--- src/sv/xenc_pkg.sv ---
// Package for the x86-64 instruction encoder: field widths, operation and
// status codes, opcode bytes and the shared request and result types.
// No dependencies.
package xenc_pkg;

  localparam int MAX_PARAMS = 6;
  localparam int MAP_SLOTS  = 6;
  localparam int REG_COUNT  = 16;
  localparam int MAX_OUT    = 12;
  localparam int COUNT_W    = 4;

  localparam int CFG_DATA_W  = 24;
  localparam int CFG_INDEX_W = 1;
  localparam logic [CFG_INDEX_W-1:0] CFG_PARAM_MAP   = 1'd0;
  localparam logic [CFG_INDEX_W-1:0] CFG_PARAM_COUNT = 1'd1;

  typedef enum logic [3:0] {
    OP_PUSH_REG = 4'd0,
    OP_PUSH_IMM = 4'd1,
    OP_POP      = 4'd2,
    OP_CMP      = 4'd3,
    OP_JMP      = 4'd4,
    OP_JCC      = 4'd5,
    OP_XOR      = 4'd6,
    OP_ADD      = 4'd7,
    OP_SUB      = 4'd8,
    OP_IMUL     = 4'd9,
    OP_INC      = 4'd10,
    OP_DEC      = 4'd11,
    OP_MOV_IMM  = 4'd12,
    OP_MOV_REG  = 4'd13,
    OP_RET      = 4'd14
  } req_type_t;

  localparam logic [1:0] DST_REG   = 2'd0;
  localparam logic [1:0] DST_PARAM = 2'd1;
  localparam logic [1:0] SRC_REG   = 2'd0;
  localparam logic [1:0] SRC_IMM   = 2'd1;
  localparam logic [1:0] SRC_PARAM = 2'd2;

  localparam logic [1:0] IMM_8  = 2'd0;
  localparam logic [1:0] IMM_16 = 2'd1;
  localparam logic [1:0] IMM_32 = 2'd2;
  localparam logic [1:0] IMM_64 = 2'd3;

  localparam logic [1:0] OSZ_16 = 2'd0;
  localparam logic [1:0] OSZ_64 = 2'd2;

  localparam logic [3:0] COND_COUNT = 4'd10;

  typedef enum logic [1:0] {
    ST_OK      = 2'd0,
    ST_PARAM   = 2'd1,
    ST_OPERAND = 2'd2,
    ST_WIDE    = 2'd3
  } status_t;

  localparam logic [7:0] OPC_PUSH_IMM8  = 8'h6A;
  localparam logic [7:0] OPC_PUSH_IMM32 = 8'h68;
  localparam logic [7:0] OPC_REX_W      = 8'h48;
  localparam logic [7:0] OPC_GRP5       = 8'hFF;
  localparam logic [7:0] OPC_POP_RM     = 8'h8F;
  localparam logic [7:0] OPC_JMP_REL32  = 8'hE9;
  localparam logic [7:0] OPC_ESCAPE     = 8'h0F;
  localparam logic [7:0] OPC_IMUL_RR    = 8'hAF;
  localparam logic [7:0] OPC_IMUL_IMM   = 8'h69;
  localparam logic [7:0] OPC_MOV_IMM    = 8'hC7;
  localparam logic [7:0] OPC_MOV_RR     = 8'h89;
  localparam logic [7:0] OPC_CMP_RR     = 8'h39;
  localparam logic [7:0] OPC_XOR_RR     = 8'h33;
  localparam logic [7:0] OPC_ADD_RR     = 8'h01;
  localparam logic [7:0] OPC_SUB_RR     = 8'h29;
  localparam logic [7:0] OPC_GRP1_IMM8  = 8'h80;
  localparam logic [7:0] OPC_GRP1_IMM32 = 8'h81;
  localparam logic [7:0] OPC_GRP1_SIMM8 = 8'h83;
  localparam logic [7:0] OPC_RET        = 8'hC3;

  typedef logic [MAX_OUT-1:0][7:0] code_bytes_t;

  typedef struct packed {
    logic [3:0]         req_type;
    logic [1:0]         dst_kind;
    logic [3:0]         dst_index;
    logic [1:0]         src_kind;
    logic [3:0]         src_index;
    logic [63:0]        imm_value;
    logic [1:0]         imm_size;
    logic [1:0]         operand_size;
    logic signed [31:0] jump_offset;
    logic [3:0]         condition;
  } enc_req_t;

  typedef struct packed {
    code_bytes_t        bytes;
    logic [COUNT_W-1:0] len;
    status_t            status;
  } enc_result_t;

  function automatic logic [7:0] cond_opcode(input logic [3:0] cond);
    logic [7:0] opc;
    case (cond)
      4'd0: opc = 8'h8C;
      4'd1: opc = 8'h82;
      4'd2: opc = 8'h8F;
      4'd3: opc = 8'h87;
      4'd4: opc = 8'h8E;
      4'd5: opc = 8'h86;
      4'd6: opc = 8'h8D;
      4'd7: opc = 8'h83;
      4'd8: opc = 8'h84;
      4'd9: opc = 8'h85;
      default: opc = 8'h00;
    endcase
    return opc;
  endfunction

endpackage

--- src/sv/xenc_if.sv ---
// Valid/ready channel interfaces for the instruction encoder: the request
// channel and the code byte channel. Depends on nothing.
interface xenc_req_if;
  logic               valid;
  logic               ready;
  logic [3:0]         req_type;
  logic [1:0]         dst_kind;
  logic [3:0]         dst_index;
  logic [1:0]         src_kind;
  logic [3:0]         src_index;
  logic [63:0]        imm_value;
  logic [1:0]         imm_size;
  logic [1:0]         operand_size;
  logic signed [31:0] jump_offset;
  logic [3:0]         condition;

  modport source (
    output valid, req_type, dst_kind, dst_index, src_kind, src_index,
           imm_value, imm_size, operand_size, jump_offset, condition,
    input  ready
  );
  modport sink (
    input  valid, req_type, dst_kind, dst_index, src_kind, src_index,
           imm_value, imm_size, operand_size, jump_offset, condition,
    output ready
  );
endinterface

interface xenc_code_if;
  logic       valid;
  logic       ready;
  logic [7:0] code_byte;
  logic       last_byte;
  logic [1:0] status;

  modport source (output valid, code_byte, last_byte, status, input ready);
  modport sink (input valid, code_byte, last_byte, status, output ready);
endinterface

--- src/sv/xenc_encoder.sv ---
// Combinational encoder: one registered request and the parameter map in,
// the full byte sequence, its length and the status out. Uses xenc_pkg.
module xenc_encoder (
  input  xenc_pkg::enc_req_t              req,
  input  logic [xenc_pkg::CFG_DATA_W-1:0] param_reg_map,
  input  logic [2:0]                      param_count,
  output xenc_pkg::enc_result_t           result
);
  import xenc_pkg::*;

  function automatic logic [7:0] rex(input logic w, input logic [3:0] r,
                                     input logic [3:0] rm);
    return {4'h4, w, r[3], 1'b0, rm[3]};
  endfunction

  function automatic logic [7:0] modrm(input logic [2:0] r, input logic [3:0] rm);
    return {2'b11, r, rm[2:0]};
  endfunction

  function automatic code_bytes_t put_word(input code_bytes_t b, input logic [3:0] pos,
                                           input logic [31:0] w);
    code_bytes_t nb;
    nb = b;
    for (int i = 0; i < 4; i++) begin
      nb[pos + 4'(i)] = w[8*i +: 8];
    end
    return nb;
  endfunction

  logic [31:0]        map_ext;
  logic [2:0]         limit;
  logic [3:0]         d;
  logic [3:0]         s;
  status_t            d_st;
  status_t            s_st;
  code_bytes_t        b;
  logic [COUNT_W-1:0] len;
  status_t            st;
  logic [31:0]        imm_lo;
  logic [31:0]        rel;

  assign map_ext = {{(32 - CFG_DATA_W){1'b0}}, param_reg_map};
  assign imm_lo  = req.imm_value[31:0];
  assign rel     = $unsigned(req.jump_offset);

  always_comb begin
    limit = param_count;
    if (limit > 3'(MAX_PARAMS)) limit = 3'(MAX_PARAMS);
    if (limit > 3'(MAP_SLOTS)) limit = 3'(MAP_SLOTS);
  end

  always_comb begin
    d    = req.dst_index;
    d_st = ST_OK;
    if (req.dst_kind == DST_PARAM) begin
      d = map_ext[{req.dst_index[2:0], 2'b00} +: 4];
      if (req.dst_index >= {1'b0, limit}) d_st = ST_PARAM;
    end else if (req.dst_kind != DST_REG) begin
      d_st = ST_OPERAND;
    end
  end

  always_comb begin
    s    = req.src_index;
    s_st = ST_OK;
    if (req.src_kind == SRC_PARAM) begin
      s = map_ext[{req.src_index[2:0], 2'b00} +: 4];
      if (req.src_index >= {1'b0, limit}) s_st = ST_PARAM;
    end else if (req.src_kind != SRC_REG) begin
      s_st = ST_OPERAND;
    end
  end

  always_comb begin
    b   = '0;
    len = '0;
    st  = ST_OK;
    case (req.req_type)
      OP_PUSH_REG: begin
        st = d_st;
        if (d[3] || req.operand_size == OSZ_64) begin
          b[0] = rex(req.operand_size == OSZ_64, 4'd0, d);
          b[1] = OPC_GRP5;
          b[2] = modrm(3'd6, d);
          len  = 4'd3;
        end else begin
          b[0] = OPC_GRP5;
          b[1] = modrm(3'd6, d);
          len  = 4'd2;
        end
      end
      OP_PUSH_IMM: begin
        case (req.imm_size)
          IMM_8: begin
            b[0] = OPC_PUSH_IMM8;
            b[1] = req.imm_value[7:0];
            len  = 4'd2;
          end
          IMM_16: begin
            b[0] = OPC_PUSH_IMM32;
            b    = put_word(b, 4'd1, imm_lo);
            len  = 4'd5;
          end
          IMM_32: begin
            b[0] = OPC_REX_W;
            b[1] = OPC_PUSH_IMM32;
            b    = put_word(b, 4'd2, imm_lo);
            len  = 4'd6;
          end
          default: begin
            b[0] = OPC_REX_W;
            b[1] = OPC_PUSH_IMM32;
            b    = put_word(b, 4'd2, imm_lo);
            b[6] = OPC_REX_W;
            b[7] = OPC_PUSH_IMM32;
            b    = put_word(b, 4'd8, req.imm_value[63:32]);
            len  = 4'd12;
          end
        endcase
      end
      OP_POP: begin
        st = d_st;
        if (req.operand_size != OSZ_16 || d[3]) begin
          b[0] = rex(req.operand_size != OSZ_16, 4'd0, d);
          b[1] = OPC_POP_RM;
          b[2] = modrm(3'd0, d);
          len  = 4'd3;
        end else begin
          b[0] = OPC_POP_RM;
          b[1] = modrm(3'd0, d);
          len  = 4'd2;
        end
      end
      OP_JMP: begin
        b[0] = OPC_JMP_REL32;
        b    = put_word(b, 4'd1, rel);
        len  = 4'd5;
      end
      OP_JCC: begin
        if (req.condition >= COND_COUNT) st = ST_OPERAND;
        b[0] = OPC_ESCAPE;
        b[1] = cond_opcode(req.condition);
        b    = put_word(b, 4'd2, rel);
        len  = 4'd6;
      end
      OP_INC, OP_DEC: begin
        st   = d_st;
        b[0] = rex(1'b1, 4'd0, d);
        b[1] = OPC_GRP5;
        b[2] = modrm((req.req_type == OP_INC) ? 3'd0 : 3'd1, d);
        len  = 4'd3;
      end
      OP_MOV_IMM: begin
        st = d_st;
        if (st == ST_OK && req.imm_size == IMM_64) st = ST_WIDE;
        b[0] = rex(1'b1, 4'd0, d);
        b[1] = OPC_MOV_IMM;
        b[2] = modrm(3'd0, d);
        b    = put_word(b, 4'd3, imm_lo);
        len  = 4'd7;
      end
      OP_RET: begin
        b[0] = OPC_RET;
        len  = 4'd1;
      end
      OP_CMP, OP_XOR, OP_ADD, OP_SUB, OP_IMUL, OP_MOV_REG: begin
        if (d_st != ST_OK) begin
          st = d_st;
        end else if (req.src_kind == SRC_IMM) begin
          if (req.req_type == OP_XOR || req.req_type == OP_MOV_REG) begin
            st = ST_OPERAND;
          end else if (req.imm_size == IMM_64) begin
            st = ST_WIDE;
          end
          b[0] = rex(1'b1, 4'd0, d);
          case (req.req_type)
            OP_CMP: begin
              b[1] = (req.imm_size == IMM_8) ? OPC_GRP1_IMM8 : OPC_GRP1_IMM32;
              b[2] = modrm(3'd7, d);
            end
            OP_ADD: begin
              b[1] = (req.imm_size == IMM_8) ? OPC_GRP1_SIMM8 : OPC_GRP1_IMM32;
              b[2] = modrm(3'd0, d);
            end
            OP_SUB: begin
              b[1] = OPC_GRP1_IMM32;
              b[2] = modrm(3'd5, d);
            end
            default: begin
              b[0] = rex(1'b1, d, d);
              b[1] = OPC_IMUL_IMM;
              b[2] = modrm(d[2:0], d);
            end
          endcase
          if (req.imm_size == IMM_8 && (req.req_type == OP_CMP || req.req_type == OP_ADD))
            begin
            b[3] = req.imm_value[7:0];
            len  = 4'd4;
          end else begin
            b   = put_word(b, 4'd3, imm_lo);
            len = 4'd7;
          end
        end else begin
          st = s_st;
          if (req.req_type == OP_IMUL) begin
            b[0] = rex(1'b1, d, s);
            b[1] = OPC_ESCAPE;
            b[2] = OPC_IMUL_RR;
            b[3] = modrm(d[2:0], s);
            len  = 4'd4;
          end else begin
            b[0] = rex(1'b1, s, d);
            case (req.req_type)
              OP_CMP:  b[1] = OPC_CMP_RR;
              OP_XOR:  b[1] = OPC_XOR_RR;
              OP_ADD:  b[1] = OPC_ADD_RR;
              OP_SUB:  b[1] = OPC_SUB_RR;
              default: b[1] = OPC_MOV_RR;
            endcase
            b[2] = modrm(s[2:0], d);
            len  = 4'd3;
          end
        end
      end
      default: st = ST_OPERAND;
    endcase

    result.status = st;
    if (st != ST_OK) begin
      result.bytes = '0;
      result.len   = 4'd1;
    end else begin
      result.bytes = b;
      result.len   = len;
    end
  end

endmodule

--- src/sv/x64_instruction_encoder.sv ---
// Top level of the x86-64 instruction encoder. Uses xenc_pkg, xenc_if, xenc_encoder.
// A request goes through the input register, the encoder and the output byte buffer.
// Throughput: one code byte per cycle while code.ready is high; an instruction of N
// bytes (one for an error status) holds the output byte buffer until all N are taken,
// and the next request is taken into the input register meanwhile. Synchronous
// active-high reset clears the pipeline valid state and both configuration registers to zero.
module x64_instruction_encoder (
  input  logic                                clk,
  input  logic                                rst,
  input  logic                                cfg_we,
  input  logic [xenc_pkg::CFG_INDEX_W-1:0]    cfg_index,
  input  logic [xenc_pkg::CFG_DATA_W-1:0]     cfg_data,
  xenc_req_if.sink                            req,
  xenc_code_if.source                         code
);
  import xenc_pkg::*;

  logic [CFG_DATA_W-1:0] param_reg_map;
  logic [2:0]            param_count;

  enc_req_t           req_q;
  logic               req_valid;
  enc_result_t        enc_res;
  code_bytes_t        code_buf;
  logic [COUNT_W-1:0] byte_count;
  status_t            status_q;

  logic req_xfer;
  logic code_xfer;
  logic buf_load;

  always_ff @(posedge clk) begin
    if (rst) begin
      param_reg_map <= '0;
      param_count   <= '0;
    end else if (cfg_we) begin
      case (cfg_index)
        CFG_PARAM_MAP:   param_reg_map <= cfg_data;
        CFG_PARAM_COUNT: param_count   <= cfg_data[2:0];
        default: ;
      endcase
    end
  end

  assign code_xfer = code.valid && code.ready;
  assign buf_load  = req_valid && (byte_count == '0 || (byte_count == 4'd1 && code_xfer));
  assign req.ready = !req_valid || buf_load;
  assign req_xfer  = req.valid && req.ready;

  always_ff @(posedge clk) begin
    if (rst) begin
      req_valid <= 1'b0;
    end else if (req_xfer) begin
      req_valid <= 1'b1;
    end else if (buf_load) begin
      req_valid <= 1'b0;
    end
  end

  always_ff @(posedge clk) begin
    if (req_xfer) begin
      req_q <= '{req_type: req.req_type, dst_kind: req.dst_kind,
                 dst_index: req.dst_index, src_kind: req.src_kind,
                 src_index: req.src_index, imm_value: req.imm_value,
                 imm_size: req.imm_size, operand_size: req.operand_size,
                 jump_offset: req.jump_offset, condition: req.condition};
    end
  end

  xenc_encoder u_encoder (
    .req           (req_q),
    .param_reg_map (param_reg_map),
    .param_count   (param_count),
    .result        (enc_res)
  );

  always_ff @(posedge clk) begin
    if (rst) begin
      byte_count <= '0;
    end else if (buf_load) begin
      byte_count <= enc_res.len;
    end else if (code_xfer) begin
      byte_count <= byte_count - 4'd1;
    end
  end

  always_ff @(posedge clk) begin
    if (buf_load) begin
      code_buf <= enc_res.bytes;
      status_q <= enc_res.status;
    end else if (code_xfer) begin
      code_buf <= {8'h00, code_buf[MAX_OUT-1:1]};
    end
  end

  assign code.valid     = byte_count != '0;
  assign code.code_byte = code_buf[0];
  assign code.last_byte = byte_count == 4'd1;
  assign code.status    = status_q;

`ifndef SYNTH
  a_count_bound: assert property (@(posedge clk) disable iff (rst)
    byte_count <= COUNT_W'(MAX_OUT))
    else $error("byte count exceeds buffer depth");

  a_status_single: assert property (@(posedge clk) disable iff (rst)
    code.valid && status_q != ST_OK |-> byte_count == 4'd1)
    else $error("error status on a multi-byte result");

  a_stall_pending: assert property (@(posedge clk) disable iff (rst)
    !req.ready |-> req_valid && code.valid)
    else $error("request stalled with nothing pending");

  a_drain_idle: assert property (@(posedge clk) disable iff (rst)
    code_xfer && code.last_byte && !req_valid |=> !code.valid)
    else $error("output valid after final byte with no pending request");

  a_load_fills: assert property (@(posedge clk) disable iff (rst)
    buf_load |=> code.valid)
    else $error("buffer load produced no output");
`endif

endmodule

--- src/flat_wrapper.sv ---
// flat-port wrapper written by rule: the top's interface ports become plain ports
module x64_instruction_encoder_flat import xenc_pkg::*;
  (clk, rst, cfg_we, cfg_index, cfg_data, req_valid, req_req_type, req_dst_kind, req_dst_index, req_src_kind, req_src_index, req_imm_value, req_imm_size, req_operand_size, req_jump_offset, req_condition, req_ready, code_valid, code_code_byte, code_last_byte, code_status, code_ready);
  xenc_req_if req_i ();
  xenc_code_if code_i ();
  input  logic clk;
  input  logic rst;
  input  logic cfg_we;
  input  logic [xenc_pkg::CFG_INDEX_W-1:0] cfg_index;
  input  logic [xenc_pkg::CFG_DATA_W-1:0] cfg_data;
  input wire logic [$bits(req_i.valid)-1:0] req_valid;
  input wire logic [$bits(req_i.req_type)-1:0] req_req_type;
  input wire logic [$bits(req_i.dst_kind)-1:0] req_dst_kind;
  input wire logic [$bits(req_i.dst_index)-1:0] req_dst_index;
  input wire logic [$bits(req_i.src_kind)-1:0] req_src_kind;
  input wire logic [$bits(req_i.src_index)-1:0] req_src_index;
  input wire logic [$bits(req_i.imm_value)-1:0] req_imm_value;
  input wire logic [$bits(req_i.imm_size)-1:0] req_imm_size;
  input wire logic [$bits(req_i.operand_size)-1:0] req_operand_size;
  input wire logic [$bits(req_i.jump_offset)-1:0] req_jump_offset;
  input wire logic [$bits(req_i.condition)-1:0] req_condition;
  output wire logic [$bits(req_i.ready)-1:0] req_ready;
  output wire logic [$bits(code_i.valid)-1:0] code_valid;
  output wire logic [$bits(code_i.code_byte)-1:0] code_code_byte;
  output wire logic [$bits(code_i.last_byte)-1:0] code_last_byte;
  output wire logic [$bits(code_i.status)-1:0] code_status;
  input wire logic [$bits(code_i.ready)-1:0] code_ready;
  assign req_i.valid = req_valid;
  assign req_i.req_type = req_req_type;
  assign req_i.dst_kind = req_dst_kind;
  assign req_i.dst_index = req_dst_index;
  assign req_i.src_kind = req_src_kind;
  assign req_i.src_index = req_src_index;
  assign req_i.imm_value = req_imm_value;
  assign req_i.imm_size = req_imm_size;
  assign req_i.operand_size = req_operand_size;
  assign req_i.jump_offset = req_jump_offset;
  assign req_i.condition = req_condition;
  assign req_ready = req_i.ready;
  assign code_valid = code_i.valid;
  assign code_code_byte = code_i.code_byte;
  assign code_last_byte = code_i.last_byte;
  assign code_status = code_i.status;
  assign code_i.ready = code_ready;
  x64_instruction_encoder u_core (.clk(clk), .rst(rst), .cfg_we(cfg_we), .cfg_index(cfg_index), .cfg_data(cfg_data), .req(req_i), .code(code_i));
endmodule
--- config.mk ---
export PLATFORM = sky130hd
export DESIGN_NAME = x64_instruction_encoder_flat
export DESIGN_NICKNAME = d
export VERILOG_FILES = /design/src/sv/xenc_pkg.sv /design/src/sv/xenc_if.sv /design/src/sv/xenc_encoder.sv /design/src/sv/x64_instruction_encoder.sv /design/src/flat_wrapper.sv
export SDC_FILE = /design/constraint.sdc
export NUM_CORES = 1
export LEC_CHECK = 0
export BUFFER_PORTS_ARGS = -buffer_cell sky130_fd_sc_hd__buf_2
export CAP_MARGIN = 20
export CORE_ASPECT_RATIO = 1.2
export CORE_MARGIN = 1.5
export CORE_UTILIZATION = 54
export CTS_BUF_LIST = sky130_fd_sc_hd__clkbuf_8
export DETAILED_ROUTE_END_ITERATION = 7
export PLACE_DENSITY = 0.88
export SLEW_MARGIN = 5
export SYNTH_ARGS = -nofsm -noshare
export SYNTH_HDL_FRONTEND = slang
export SYNTH_HIERARCHICAL = 1
export SYNTH_SLANG_ARGS = --single-unit
--- constraint.sdc ---
create_clock -name clk -period 7.6 [get_ports clk]
set_input_delay 0 -clock clk [delete_from_list [all_inputs] [get_ports clk]]
set_output_delay 0 -clock clk [all_outputs]
set_load 0.005 [all_outputs]
==> results.yml <==
synthesis:
  synth_compound_area_share_pct: 13.6
  ys_warn_count: 6
  synthCells: 1237
  synth_edf_count: 218
  synth_area_leaders: "edfxtp_1 51%, nand2_1 11%, dfxtp_1 5.0%"
  ys.flop_type: "edfxtp_1"
  syn_avg_cell_area_um2: 10.3
  muxShareOfSynthArea_pct: 4.15
  yosysUniqueCellTypes: 86
  synth_area_leader_cell: "edfxtp_1"
  synthArstFlopShare_pct: 0
  yosys_register_bits: 250
  synthXorXnorAreaFrac_pct: 0.137
  ys_seq_area_share_pct: 56.4
  synthesis.area_um2: 12800
  synth-simple-area-share_pct: 19.7
  synth_top_cell_area_share_pct: 51.3
  synth-adder-area-share_pct: 0.785
  synth_top_family_by_area: "simple AND/OR/NAND/NOR gates"
layout:
  fin_nets: 1687
  areaGrowthSynthToFinish_pct: 26.1
  multi_input_area_um2: 4940
  regArea_um2: 7190
  nFillCells: 1596
  fin_cells: 1872
  drive_gt1_share_pct: 17.9
global_route:
  gr-total-overflow: 0
  grt_pass1_wl_um: 63900
  grt_max_degree: 92
  grt_use_total_pct: 34.8
  grt_pass1_vias: 11600
  antenna_found_initial: 1
setup_path:
  cp_slowest_stage_delay_ns: 0.66
  cp.buffers_inverters: 2
  start_kind: "register"
  arrival_ns: 3.80
  path_common_cell: "nand2_1"
  cp.required_ns: 7.90
  critical-path-top-delay-family: "compound AO/OA/AOI/OAI gates"
  cp_max_fo: 59
  end_kind: "register"
  crit_chain: "inv_1 -> ha_1 -> nor2b_1 -> o21ai_2 -> a2111oi_1 -> a31oi_1 -> nand3_2 -> buf_4 -> nor3_1 -> nand2_1 -> nand2_1"
  cpMaxStageDelayCell: "edfxtp_1"
  crit_type: "register to register"
sta:
  finalCritPeriodShare_pct: 46.1
  fin_skew_ns: 0.0428
  slew_viol_final: 0
  finalSetupTns_ns: 0
  fmax_ghz: 0.286
  fin_crit_ns: 3.50
  slew_headroom_pct: 20.6
  hold_viol_final: 0
  tightest_slew_ns: 1.19
  setup_violations: 0
  rsz0062_at_grt: "no"
power:
  clockPowerShare_pct: 24.4
  switching_share_pct: 34.8
  internal_power_uw: 3090
  power_frac_comb_pct: 27.7
  switchingPower_uw: 1650
  seqPwrFrac_pct: 47.9
  p_leak_uw: 0.00649
  vdd_drop_max_uv: 257
  power.density_nw_per_um2: 295
floorplanning:
  die-area_um2: 24600
  die_w_um: 143
  num_rows: 61
  core_area_um2: 23200
  die_y_um: 171
  io_pins: 163
  initial_core_util_pct: 55.0
clock_network:
  clkTransAtPathRegs_ns: 0.08
  cts.sinks: 250
  cts_tree: "done"
  cts_max_level: 2
  clk_path_buf_depth: 3
  cts_made_buffers: 38
  cts_setup_buffers: 0
  cts-hold-fix-buffers: 173
  post_cts_resized: 0
  clockRootBuffer: "clkbuf_8"
  clock_latency_ns: 0.58
drt:
  firstDrtPassIters: 6
  ant_nets: 0
  via_count: 11500
  vias_per_cell: 6.17
  wl_um: 42500
  wl_per_cell_um: 22.7
  detail_route.drc_violations: 0
  drt_iter0_markers: 1333
placement:
  gp_congestion: 0.975
  dp_hpwl_um: 23700
  io_buffers: 162
  dpl.cell_count: 1627
run:
  maxCapViolCount: 0
status:
  run_status: "finished clean"
worst_hold_path:
  min_path_type: "input pin to register"
==> metrics by stage <==
step	power [uW]	utilization [%]	cell area [um2]	hold WS (ns)	worst slack, ns
floorplan	3100	-	12800	0.0989	0.419
global placement	3390	58.3	13500	0.177	4.34
detailed placement	3440	58.3	13500	0.178	4.28
CTS	4610	69.0	16000	0.116	4.28
global route	4920	69.3	16100	0.130	4.04
finish	4740	69.3	16100	0.136	4.10
==> cells by family (layout without fill, tap and decap cells) <==
family                     Yosys count  count (layout)
xor gates and xnor gates             2               2
other                                1               6
AOI/OAI and AO/OA                  243             243
and+or+nand+nor                    563             563
DFF                                250             250
muxes                               44              44
buffers and inverters              126             441
adders and majority gates            8               8
==> state kept, by name (all words and copies together) (netlist names) <==
signal and cells:
u_core/code.code_byte 8, u_core/code.status 2, u_core/param_count 3, u_core/code_buf 88, u_core/param_reg_map 24, u_core/req_valid 1
u_core/byte_count 4, u_core/req_q 120
==> placed cells by master, fill, tap and decap left out, types with 4 or more instances in the layout <==
cell and n:
buf_2 162, a21oi_1 65, nand2_1 373, buf_4 15, nand2b_1 10, nor3_2 6, conb_1 5, nor2b_1 15
a22o_1 10, dlygate4sd3_1 173, nor2_1 48, a211oi_1 22, o22ai_1 5, mux4_2 6, clkbuf_8 43, clkinv_1 11
a22oi_1 8, ha_1 8, inv_1 25, a21oi_2 7, nor3b_1 5, and3_1 35, o21ai_0 36, edfxtp_1 218
a311oi_1 5, a31oi_1 10, nor3_1 24, a211oi_2 4, and2_1 14, mux2i_1 36, nand3_1 6, dfxtp_1 32
a221oi_1 25, o211ai_1 4
==> layer usage <==
layer	GRT usage, %	wire length (um)	part of all wire (%)
met1	40.6	14600	34
met5	0	0	0
met2	58.5	20700	49
met3	6.54	4110	9.7
met4	23.0	3080	7.3
==> cells in the mapped netlist, types with 29 or more instances <==
master and count:
o21ai_0 36, edfxtp_1 218, buf_4 29, a21oi_1 66
mux2i_1 36, dfxtp_1 32, nand2_1 373, nor2_1 48
and3_1 36, clkbuf_1 41
==> power by group through the flow <==
stage | logic [uW] | registers [uW] | clock network (uW)
after floorplan | 891 | 2210 | 0
after global placement | 1120 | 2270 | 0
after detailed placement | 1150 | 2290 | 0
after CTS | 1220 | 2260 | 1130
after global routing | 1410 | 2290 | 1220
final | 1310 | 2270 | 1160
==> area by class of cell <==
type                       count  share of cell area (%)
sequential                   250                    44.7
multi-input combinational    865                    30.7
timing repair buffer         353                    16.9
clock buffer                  43                    3.68
tap                          315                    2.45
clock inverter                24                    1.03
inverter                      21                   0.498
antenna                        1                  0.0156
==> final timing paths <==
check / start / endpoint / slack (ns) / cells past startpoint
setup reg to reg: u_core/req_q[110] / u_core/code_buf[42] / 4.10 / 11
hold / removal: req_jump_offset[11] / u_core/req_q[15] / 0.14 / 2
setup / recovery: u_core/req_q[110] / u_core/code_buf[42] / 4.10 / 11
hold reg to reg: u_core/param_reg_map[23] / u_core/param_reg_map[23] / 0.50 / 2
Note: power is estimated with default switching activity, not from simulation.
